==> src/sv/sha1de_pkg.sv <==
// sha1de_pkg: shared types, constants and round functions of the sha-1 digest engine
// used by sha1de_ctrl, sha1de_datapath and sha1_digest_engine_top; no dependencies
package sha1de_pkg;

  localparam logic [1:0] ACT_START  = 2'd0;
  localparam logic [1:0] ACT_DATA   = 2'd1;
  localparam logic [1:0] ACT_FINISH = 2'd2;

  localparam logic [5:0] BLOCK_LAST = 6'd63;
  localparam logic [5:0] LEN_POS    = 6'd60;
  localparam logic [5:0] PAD_LIMIT  = 6'd56;
  localparam logic [6:0] ROUND_LAST = 7'd79;
  localparam logic [2:0] WORD_LAST  = 3'd4;
  localparam logic [7:0] PAD_MARK   = 8'h80;

  // initial chaining value, index 0 is H0
  localparam logic [4:0][31:0] IV = {
    32'hC3D2E1F0, 32'h10325476, 32'h98BADCFE, 32'hEFCDAB89, 32'h67452301
  };

  typedef enum logic [1:0] {
    SEL_DATA = 2'd0,
    SEL_MARK = 2'd1,
    SEL_ZERO = 2'd2,
    SEL_LEN  = 2'd3
  } byte_sel_t;

  typedef struct packed {
    logic       init;
    logic       push;
    logic       count_len;
    logic       set_ovf;
    logic       load;
    logic       round;
    logic       add;
    byte_sel_t  sel;
    logic [6:0] round_idx;
    logic [2:0] out_idx;
  } dp_cmd_t;

  typedef struct packed {
    logic [5:0] fill;
    logic       ovf;
    logic       len_wrap;
  } dp_stat_t;

  function automatic logic [31:0] round_k(input logic [6:0] r);
    logic [31:0] k;
    if (r < 7'd20) begin
      k = 32'h5A827999;
    end else if (r < 7'd40) begin
      k = 32'h6ED9EBA1;
    end else if (r < 7'd60) begin
      k = 32'h8F1BBCDC;
    end else begin
      k = 32'hCA62C1D6;
    end
    return k;
  endfunction

  function automatic logic [31:0] round_f(input logic [6:0] r, input logic [31:0] b,
                                          input logic [31:0] c, input logic [31:0] d);
    logic [31:0] f;
    if (r < 7'd20) begin
      f = (b & c) | (~b & d);
    end else if (r < 7'd40) begin
      f = b ^ c ^ d;
    end else if (r < 7'd60) begin
      f = (b & c) | (b & d) | (c & d);
    end else begin
      f = b ^ c ^ d;
    end
    return f;
  endfunction

endpackage

==> src/sv/sha1de_datapath.sv <==
// sha1de_datapath: block shift line, message schedule, round unit, chaining words
// and length/overflow tracking; depends on sha1de_pkg
module sha1de_datapath (
  input  logic                 clk,
  input  logic                 rst,
  input  sha1de_pkg::dp_cmd_t  cmd,
  input  logic [7:0]           data_byte,
  output sha1de_pkg::dp_stat_t stat,
  output logic [31:0]          digest_word,
  output logic                 too_long
);

  logic [15:0][31:0] w;
  logic [4:0][31:0]  chain;
  logic [31:0]       a, b, c, d, e;
  logic [31:0]       bit_length;
  logic [5:0]        fill;
  logic              ovf;
  logic [7:0]        push_byte;
  logic [31:0]       w_new;
  logic [31:0]       t;

  always_comb begin
    case (cmd.sel)
      sha1de_pkg::SEL_DATA: push_byte = data_byte;
      sha1de_pkg::SEL_MARK: push_byte = sha1de_pkg::PAD_MARK;
      sha1de_pkg::SEL_ZERO: push_byte = 8'd0;
      sha1de_pkg::SEL_LEN: begin
        case (fill[1:0])
          2'd0:    push_byte = bit_length[31:24];
          2'd1:    push_byte = bit_length[23:16];
          2'd2:    push_byte = bit_length[15:8];
          default: push_byte = bit_length[7:0];
        endcase
      end
      default: push_byte = 8'd0;
    endcase
  end

  // schedule word sixteen rounds ahead
  assign w_new = {w[13][30:0] ^ w[8][30:0] ^ w[2][30:0] ^ w[0][30:0],
                  w[13][31] ^ w[8][31] ^ w[2][31] ^ w[0][31]};

  assign t = {a[26:0], a[31:27]} + sha1de_pkg::round_f(cmd.round_idx, b, c, d) + e
           + sha1de_pkg::round_k(cmd.round_idx) + w[0];

  always_ff @(posedge clk) begin
    if (rst) begin
      chain      <= sha1de_pkg::IV;
      fill       <= 6'd0;
      bit_length <= 32'd0;
      ovf        <= 1'b0;
    end else begin
      if (cmd.init) begin
        chain      <= sha1de_pkg::IV;
        fill       <= 6'd0;
        bit_length <= 32'd0;
        ovf        <= 1'b0;
      end
      if (cmd.set_ovf) begin
        ovf <= 1'b1;
      end
      if (cmd.push) begin
        fill <= fill + 6'd1;
        if (cmd.count_len) begin
          bit_length <= bit_length + 32'd8;
        end
      end
      if (cmd.add) begin
        chain[0] <= chain[0] + a;
        chain[1] <= chain[1] + b;
        chain[2] <= chain[2] + c;
        chain[3] <= chain[3] + d;
        chain[4] <= chain[4] + e;
      end
    end
  end

  always_ff @(posedge clk) begin
    if (cmd.push) begin
      for (int j = 0; j < 15; j++) begin
        w[j] <= {w[j][23:0], w[j+1][31:24]};
      end
      w[15] <= {w[15][23:0], push_byte};
    end else if (cmd.round) begin
      for (int j = 0; j < 15; j++) begin
        w[j] <= w[j+1];
      end
      w[15] <= w_new;
    end
    if (cmd.load) begin
      a <= chain[0];
      b <= chain[1];
      c <= chain[2];
      d <= chain[3];
      e <= chain[4];
    end else if (cmd.round) begin
      a <= t;
      b <= a;
      c <= {b[1:0], b[31:2]};
      d <= c;
      e <= d;
    end
  end

  assign stat.fill     = fill;
  assign stat.ovf      = ovf;
  assign stat.len_wrap = &bit_length[31:3];

  assign digest_word = chain[cmd.out_idx];
  assign too_long    = ovf;

endmodule

==> src/sv/sha1de_ctrl.sv <==
// sha1de_ctrl: sequencer for byte intake, padding, round stepping and digest output
// depends on sha1de_pkg; drives sha1de_datapath through dp_cmd_t
module sha1de_ctrl (
  input  logic                 clk,
  input  logic                 rst,
  input  logic                 in_valid,
  output logic                 in_ready,
  input  logic [1:0]           action,
  output logic                 out_valid,
  input  logic                 out_ready,
  output logic [2:0]           word_index,
  output logic                 last_word,
  input  sha1de_pkg::dp_stat_t stat,
  output sha1de_pkg::dp_cmd_t  cmd
);

  typedef enum logic [7:0] {
    ST_IDLE  = 8'b0000_0001,
    ST_MARK  = 8'b0000_0010,
    ST_ZERO  = 8'b0000_0100,
    ST_LEN   = 8'b0000_1000,
    ST_LOAD  = 8'b0001_0000,
    ST_ROUND = 8'b0010_0000,
    ST_ADD   = 8'b0100_0000,
    ST_OUT   = 8'b1000_0000
  } state_t;

  state_t     state, state_next;
  logic [6:0] round_ctr, round_ctr_next;
  logic [2:0] out_idx, out_idx_next;
  logic       finishing, finishing_next;
  logic       last_blk, last_blk_next;
  logic       pending, pending_next;
  logic       block_full;

  assign block_full = (stat.fill == sha1de_pkg::BLOCK_LAST);

  always_comb begin
    state_next     = state;
    round_ctr_next = round_ctr;
    out_idx_next   = out_idx;
    finishing_next = finishing;
    last_blk_next  = last_blk;
    pending_next   = pending;
    cmd            = '0;
    cmd.sel        = sha1de_pkg::SEL_DATA;
    cmd.round_idx  = round_ctr;
    cmd.out_idx    = out_idx;
    case (state)
      ST_IDLE: begin
        if (in_valid) begin
          case (action)
            sha1de_pkg::ACT_START: cmd.init = 1'b1;
            sha1de_pkg::ACT_DATA: begin
              if (!stat.ovf) begin
                if (stat.len_wrap) begin
                  cmd.set_ovf = 1'b1;
                end else begin
                  cmd.push      = 1'b1;
                  cmd.count_len = 1'b1;
                  if (block_full) begin
                    state_next = ST_LOAD;
                  end
                end
              end
            end
            sha1de_pkg::ACT_FINISH: begin
              finishing_next = 1'b1;
              state_next     = ST_MARK;
            end
            default: ;
          endcase
        end
      end
      ST_MARK: begin
        cmd.push     = 1'b1;
        cmd.sel      = sha1de_pkg::SEL_MARK;
        pending_next = (stat.fill >= sha1de_pkg::PAD_LIMIT);
        state_next   = block_full ? ST_LOAD : ST_ZERO;
      end
      ST_ZERO: begin
        if (stat.fill == sha1de_pkg::LEN_POS && !pending) begin
          state_next = ST_LEN;
        end else begin
          cmd.push = 1'b1;
          cmd.sel  = sha1de_pkg::SEL_ZERO;
          if (block_full) begin
            state_next = ST_LOAD;
          end
        end
      end
      ST_LEN: begin
        cmd.push = 1'b1;
        cmd.sel  = sha1de_pkg::SEL_LEN;
        if (block_full) begin
          last_blk_next = 1'b1;
          state_next    = ST_LOAD;
        end
      end
      ST_LOAD: begin
        cmd.load       = 1'b1;
        round_ctr_next = 7'd0;
        state_next     = ST_ROUND;
      end
      ST_ROUND: begin
        cmd.round      = 1'b1;
        round_ctr_next = round_ctr + 7'd1;
        if (round_ctr == sha1de_pkg::ROUND_LAST) begin
          state_next = ST_ADD;
        end
      end
      ST_ADD: begin
        cmd.add      = 1'b1;
        pending_next = 1'b0;
        if (!finishing) begin
          state_next = ST_IDLE;
        end else if (last_blk) begin
          out_idx_next = 3'd0;
          state_next   = ST_OUT;
        end else begin
          state_next = ST_ZERO;
        end
      end
      ST_OUT: begin
        if (out_ready) begin
          if (out_idx == sha1de_pkg::WORD_LAST) begin
            cmd.init       = 1'b1;
            finishing_next = 1'b0;
            last_blk_next  = 1'b0;
            out_idx_next   = 3'd0;
            state_next     = ST_IDLE;
          end else begin
            out_idx_next = out_idx + 3'd1;
          end
        end
      end
      default: state_next = ST_IDLE;
    endcase
  end

  always_ff @(posedge clk) begin
    if (rst) begin
      state     <= ST_IDLE;
      round_ctr <= 7'd0;
      out_idx   <= 3'd0;
      finishing <= 1'b0;
      last_blk  <= 1'b0;
      pending   <= 1'b0;
    end else begin
      state     <= state_next;
      round_ctr <= round_ctr_next;
      out_idx   <= out_idx_next;
      finishing <= finishing_next;
      last_blk  <= last_blk_next;
      pending   <= pending_next;
    end
  end

  assign in_ready   = (state == ST_IDLE);
  assign out_valid  = (state == ST_OUT);
  assign word_index = out_idx;
  assign last_word  = (out_idx == sha1de_pkg::WORD_LAST);

endmodule

==> src/sv/sha1_digest_engine_top.sv <==
// sha1_digest_engine_top: sha-1 over a byte stream, five digest word beats per finish
// each byte is taken while idle; every 64th byte starts a compression (load, 80 rounds, add)
// finish: a mark byte, zero bytes, four length bytes, one or two compressions
// no byte is taken during a compression; the single round unit does one round per cycle
// synchronous reset loads the initial digest and clears length, fill and overflow
// depends on sha1de_pkg, sha1de_ctrl, sha1de_datapath
module sha1_digest_engine_top (
  input  logic        clk,
  input  logic        rst,
  input  logic        in_valid,
  output logic        in_ready,
  input  logic [1:0]  action,
  input  logic [7:0]  data_byte,
  output logic        out_valid,
  input  logic        out_ready,
  output logic [31:0] digest_word,
  output logic [2:0]  word_index,
  output logic        last_word,
  output logic        too_long
);

  sha1de_pkg::dp_cmd_t  cmd;
  sha1de_pkg::dp_stat_t stat;

  sha1de_ctrl u_ctrl (
    .clk        (clk),
    .rst        (rst),
    .in_valid   (in_valid),
    .in_ready   (in_ready),
    .action     (action),
    .out_valid  (out_valid),
    .out_ready  (out_ready),
    .word_index (word_index),
    .last_word  (last_word),
    .stat       (stat),
    .cmd        (cmd)
  );

  sha1de_datapath u_datapath (
    .clk         (clk),
    .rst         (rst),
    .cmd         (cmd),
    .data_byte   (data_byte),
    .stat        (stat),
    .digest_word (digest_word),
    .too_long    (too_long)
  );

endmodule

==> config.mk <==
export PLATFORM = sky130hd
export DESIGN_NAME = sha1_digest_engine_top
export DESIGN_NICKNAME = d
export VERILOG_FILES = /design/src/sv/sha1de_pkg.sv /design/src/sv/sha1de_datapath.sv /design/src/sv/sha1de_ctrl.sv /design/src/sv/sha1_digest_engine_top.sv
export SDC_FILE = /design/constraint.sdc
export NUM_CORES = 2
export LEC_CHECK = 0
export BUFFER_PORTS_ARGS = -buffer_cell sky130_fd_sc_hd__buf_2
export CAP_MARGIN = 20
export CELL_PAD_IN_SITES_DETAIL_PLACEMENT = 1
export CELL_PAD_IN_SITES_GLOBAL_PLACEMENT = 1
export CORE_AREA = 2 2 325 327
export DETAILED_ROUTE_END_ITERATION = 7
export DIE_AREA = 0 0 327 329
export PLACE_DENSITY = 0.87
export SYNTH_ARGS = -nofsm -noshare
export SYNTH_HDL_FRONTEND = slang
export SYNTH_SLANG_ARGS = --single-unit
==> constraint.sdc <==
create_clock -name clk -period 18.5 [get_ports clk]
set_clock_uncertainty 0.05 [all_clocks]
set_input_delay 2.775 -clock clk [delete_from_list [all_inputs] [get_ports clk]]
set_output_delay 2.775 -clock clk [all_outputs]
set_load 0.005 [all_outputs]
; After elaboration in Yosys (flattened, before gate mapping)
; Index checks and enable logic that the tools add are counted.
[totals]
ff_bits = 892
out_inout_bits = 39
word_cells = 195
[classes]
n_addsub = 13
n_lt_le_gt_ge = 5
eq_ne = 30
mux = 75
bitwise_logic = 16
reduce_logical = 21
[op_table]
columns = op, count
row1 = $mux 512, 2
row2 = $mux 32, 19
row3 = $mux 160, 2
row4 = $add 32x32->32, 9
row5 = $and 32x32->32, 4
row6 = $bmux 32 s3, 1
row7 = $or 32x32->32, 3
row8 = $xor 31x31->31, 3
row9 = $mux 8, 10
row10 = $pmux 8 s8, 1
row11 = $xor 32x32->32, 2
row12 = $add 32x4->32 const B, 1
row13 = $not 32->32, 1
row14 = $pmux 8 s4, 1
row15 = $mux 31, 1
row16 = $reduce_and 29->1, 1
row17 = $pmux 8 s3, 1
row18 = $reduce_bool 2->1, 10
row19 = $mux 3, 6
row20 = $pmux 8 s2, 1
row21 = $mux 1, 15
row22 = $lt 7x6->1 const B, 2
row23 = $ne 2x1->1 const B, 7
row24 = $pmux 7 s2, 1
row25 = 38 further kinds, 56

; Depth between registers and ports, before layout
[depth]
word_depth = 12
ltp_mapped = 25
mapped_depth_nobuf = 24

; Modules after synthesis
; A second synthesis with hierarchy kept.
[hier_totals]
cells_unflattened = 4515
area_unflattened_um2 = 51842.2
[by_module_without_submodules]
columns = module, n_inst, cells_each, area_each_um2
row1 = sha1de_datapath, 1, 4341, 50419.6
row2 = sha1de_ctrl, 1, 174, 1422.6

; Worst setup path after synthesis
; No wires, ideal clock.
[synth_timing]
path_type = input to register
start = input port action[0]
end = register u_datapath.w[0] (netlist bit) (enable)
setup_time_ns = 3.695
arrival_time_ns = 12.004
required_ns = 14.755
path_slack_ns = 2.751
path_stages = 8
n_path_buf = 2
path_cell_list = nand2b_1 -> nor4_4 -> nand2_1 -> inv_1 -> nor3_4 -> buf_2 -> buf_2 -> nand2_1
[synth_between]
elab_chain_len = 5
[synth_rtl]
columns = item, line
row1 = start: declaration, sha1_digest_engine_top.sv:12  ; input logic [1:0] action,
row2 = $eq 2x1->1, sha1de_ctrl.sv:52  ; case (action)
row3 = $mux 3, sha1de_ctrl.sv:52
row4 = $mux 4, sha1de_ctrl.sv:51  ; if (in_valid) begin
row5 = $pmux 1 s3, sha1de_ctrl.sv:49  ; case (state)
row6 = $reduce_bool 2->1 (no line), n/a
row7 = end signal: indexed assignment, sha1de_datapath.sv:82  ; w[j] <= {w[j][23:0], w[j+1][31:24]};
row8 = end signal: indexed assignment, sha1de_datapath.sv:87  ; w[j] <= w[j+1];
row9 = end: declaration, sha1de_datapath.sv:13  ; logic [15:0][31:0] w;
; Every way passes these cells.
; A chain may end at the register's enable or synchronous reset.

; Final worst setup path
[layout_timing]
start = register u_ctrl.round_ctr[5]
end = register u_datapath.a[23] (data pin)
[layout_between]
elab_chain_len = 10
word_cells_on_any_way = 15
[layout_rtl]
columns = item, line
row1 = start: declaration, sha1de_ctrl.sv:29  ; logic [6:0] round_ctr, round_ctr_next;
row2 = start signal: assignment, sha1de_ctrl.sv:151  ; round_ctr <= round_ctr_next;
row3 = $lt 7x6->1, "sha1de_pkg.sv:53, sha1de_pkg.sv:68"
row4 = $mux 32, sha1de_pkg.sv:68  ; end else if (r < 7'd60) begin
row5 = $mux 32, sha1de_pkg.sv:66  ; end else if (r < 7'd40) begin
row6 = $mux 32, sha1de_pkg.sv:64  ; if (r < 7'd20) begin
row7 = $add 32x32->32 (2 in a row), sha1de_datapath.sv:44  ; assign t = {a[26:0], a[31:27]} + sha1de_pkg::round_f(cmd.round_idx, b, c, d) + e
row8 = $add 32x32->32 (*) (2 in a row), sha1de_datapath.sv:45  ; + sha1de_pkg::round_k(cmd.round_idx) + w[0];
row9 = $mux 32 (*), sha1de_datapath.sv:97  ; end else if (cmd.round) begin
row10 = $mux 32 (*), sha1de_datapath.sv:91  ; if (cmd.load) begin
row11 = end signal: assignment, sha1de_datapath.sv:92  ; a <= chain[0];
row12 = end signal: assignment, sha1de_datapath.sv:98  ; a <= t;
row13 = end: declaration, sha1de_datapath.sv:15  ; logic [31:0] a, b, c, d, e;
; Mark *: on every way between the ends. The rest lies on a longest branch, timed or not. The select of a mux whose other input is x is not followed.

==> results.txt <==
Entering global routing, the biggest net connects 248 pins. The die area was 108000 um2; the x dimension of the die was 327 um. STA classifies the critical path endpoint as a flop.

In the synthesized netlist the async set-or-reset flop fraction comes to 0%. Among all flip-flop cells after synthesis, the most frequent one is edfxtp_1. After clock tree synthesis, the repair step resized 0 gates.

Clock-pin slew was measured on the worst setup and hold paths at 0.07 ns. Timing analysis after detailed placement gives a worst setup slack of 10.81 ns. The cell with the largest stage delay on the worst path was nor3_1.

The run gives 253000 um as the global-route wire length before repair. Initial antenna violation count: 2. The tools report the number of cells produced by synthesis as 5623. The layout filler cell count was 11843. The number of antenna diodes in the final layout is 0. The count of final max-slew check failures came out at 0.

Relative to the synthesized area, the layout overhead comes to 9.49%. The total overflow left after global routing is 0. Post-synthesis area per instance: 9.19 um2. After detailed routing, the number of vias per cell comes to 5.95.

Summed over all layers, the routed wires come to 162000 um. The classification of the worst-slack hold path is reg -> reg. The clock passes through at most 3 buffers. The layout cell share with drive strength beyond 1 is 6.10%, and the total vias in the final route is 41969. Derived from the worst setup path, the maximum achievable clock frequency is 0.136 GHz.

Before antenna repair, the detailed router went through 7 iterations. In this run, synthesis produced a sequential element count of 892. At the end of routability-driven placement, the weighted congestion stood at 0.934.

The die boundary height is 329 um, and the maximum level of the CTS H-tree is 3. The worst path meets setup with 11.16 ns of slack. The region available for standard cell placement spans 104000 um2.

STA classifies the critical path startpoint as a flop. Hold timing on the final database bottoms out at a slack of 0.414 ns. The tools report the starting density of the core as 49.5%. Setup repair after global routing left no endpoint under its margin. Once placement finished, the instance area stood at 53100 um2. The final routed wire length divided by cell count was 23.0 um. Across the VDD grid, the largest voltage drop is 87.8 uV. The data required time at the worst endpoint is 18.85 ns, and the net count of the finished layout is 5942. Clock tree root buffer cell: clkbuf_16. The power per cell area is 81.4 nW/um2, and the transition time of the tightest slew-check pin is 1.23 ns. Grouping stages by cell kind, the critical path spends the most delay in compound AO/OA/AOI/OAI gates. The number of rows created at floorplan was 119. The total power after layout is 4610 uW, and the minimum period implied by the final worst setup slack is 7.34 ns. The hold violation count in the final report is 0, and the highest net fanout along the worst path is 35. The tools report the total of warnings raised by yosys as 0.

TritonCTS built the clock tree. Global routing used 29.8% of the available tracks. Number of routed nets with antenna violations: 0. In the layout the commonest cells are nand2_1 (2034), edfxtp_1 (672), nor2_1 (260). The number of buffers created by CTS is 99. The number of buffers and inverters on the critical path is 6. The critical path in this run is classified as reg -> reg.

The run gives 892 as the TritonCTS sink count. The number of buffers added on ports is 52, and the total negative setup slack is 0 ns. The tools report the number of global-route vias before repair as 44587. For this run, the register share of the synthesized area comes to 47.6%. After synthesis the cells add up to 51700 um2. The number of nets in the synthesized netlist was 5989.

The run finished with clean final reports. Counting stages on the worst path, the most repeated cell is fa_1. 53 I/O pins were placed.

The logs give 3848 for the DRC marker count from the first detailed-route iteration and 88 for the count of cell types in the netlist. Buffers inserted to repair hold after CTS numbered 0. At the later pin of the worst-skew pair, clock insertion delay measures 0.70 ns. After legalization and detailed placement, the total HPWL measured 109000 um. Setup violations remaining at the end of the flow were counted as 0.

In the final layout, flip-flops and latches occupy 24600 um2. The run gives 25200 um2 as the footprint of the multi-input gates. The tool flagged a number of max-cap violations equal to 0. The tools report the final standard cell area without fillers as 56600 um2.

The library cell used most frequently in the layout, excluding fill and tap cells, is nand2_1. In this design, the stage delay of the slowest critical-path cell is 0.78 ns. In this run the post-CTS setup repair buffer count came out at 0. Yosys mapped a number of flops with a built-in enable equal to 672.

The total DRC errors in the routed layout is 0. The analysis attributes to cell leakage a power of 0.0235 uW. Data on the critical path arrives at its endpoint at 7.68 ns. Headroom to the max-slew limit came out at 17.6%. In the finished design, the share of the clock period the worst path needs comes to 39.7%.
[cells by family after synthesis]
kind of cell	Yosys count	synth area share, %
AND/OR/NAND/NOR	2683	21.2
flip-flops	892	47.6
AO/OA/AOI/OAI	872	10.6
buffers and inverters	494	3.88
adder cells (fa/ha/maj)	352	10.3
XOR/XNOR	286	4.85
multiplexers	44	1.63
[synthesized netlist by cell type (28+ instances only)]
master / count / area, um2
nor3_1: 70 / 350
nand3_1: 72 / 360
mux4_2: 32 / 721
nor2_1: 263 / 987
dfxtp_1: 220 / 4400
edfxtp_1: 672 / 20200
a21o_1: 86 / 646
nand4_1: 32 / 200
buf_2: 108 / 541
clkbuf_1: 124 / 465
o21bai_1: 36 / 270
nand2_1: 2036 / 7640
fa_1: 124 / 2480
ha_1: 228 / 2850
xor2_1: 101 / 885
xnor2_1: 185 / 1620
o21ai_0: 234 / 1170
nand2b_1: 41 / 257
inv_1: 245 / 920
a22oi_1: 30 / 225
a21oi_1: 251 / 1260
or2_2: 28 / 175
nor2b_1: 42 / 263
[final cells by class]
| type | instances | share of cell area (%) |
|---|---|---|
| Multi-Input combinational cell | 4237 | 44.5 |
| Timing Repair Buffer | 100 | 1.31 |
| Clock buffer | 135 | 4.87 |
| Inverter | 246 | 1.64 |
| Clock inverter | 47 | 1.21 |
| Tap cell | 1391 | 3.07 |
| Sequential cell | 892 | 43.4 |
[power by group]
group / internal (uW) / switching, uW / total (uW) / leakage [uW]
clock network: 1240 / 878 / 2120 / 0.00167
logic: 70.5 / 171 / 242 / 0.0140
registers: 2210 / 32.5 / 2240 / 0.00792
total: 3520 / 1080 / 4610 / 0.0235
[through the flow]
| step | utilization (%) | cells |
|---|---|---|
| after floorplan | - | 5623 |
| after global placement | 50.8 | 6861 |
| after detailed placement | 50.9 | 6863 |
| after CTS | 54.2 | 7045 |
| after global routing | 54.2 | 7048 |
| final | 54.2 | 7048 |
[sequential cells by signal, summed over array words and instances (netlist names), 3 cells and up]
name                   count
u_datapath.e              32
u_ctrl.round_ctr           7
u_ctrl.word_index          3
u_datapath.w             512
u_datapath.chain         160
u_datapath.bit_length     32
u_datapath.b              32
u_ctrl.state               8
u_datapath.fill            6
u_datapath.a              32
u_datapath.c              32
u_datapath.d              32
[worst paths after layout]
kind / startpoint / end / slack, ns / cells after the start
worst max-delay path: u_ctrl.round_ctr[5]$_SDFFE_PP0P_ / u_datapath.a[23]$_DFFE_PP_ / 11.16 / 26
worst min-delay path: u_datapath.bit_length[0]$_SDFFE_PP0P_ / u_datapath.bit_length[0]$_SDFFE_PP0P_ / 0.41 / 1
worst max register to register: u_ctrl.round_ctr[5]$_SDFFE_PP0P_ / u_datapath.a[23]$_DFFE_PP_ / 11.16 / 26
worst min register to register: u_datapath.bit_length[0]$_SDFFE_PP0P_ / u_datapath.bit_length[0]$_SDFFE_PP0P_ / 0.41 / 1
[metal layers]
| metal | global-route usage (%) | wire [um] | up-vias |
|---|---|---|---|
| li1 | - | - | 18964 |
| met1 | 36.8 | 64000 | 21198 |
| met2 | 51.8 | 80700 | 1388 |
| met3 | 4.64 | 9750 | 415 |
| met4 | 13.3 | 7980 | 4 |
| met5 | 0 | 24 | - |
(Power assumes the default switching activity.)
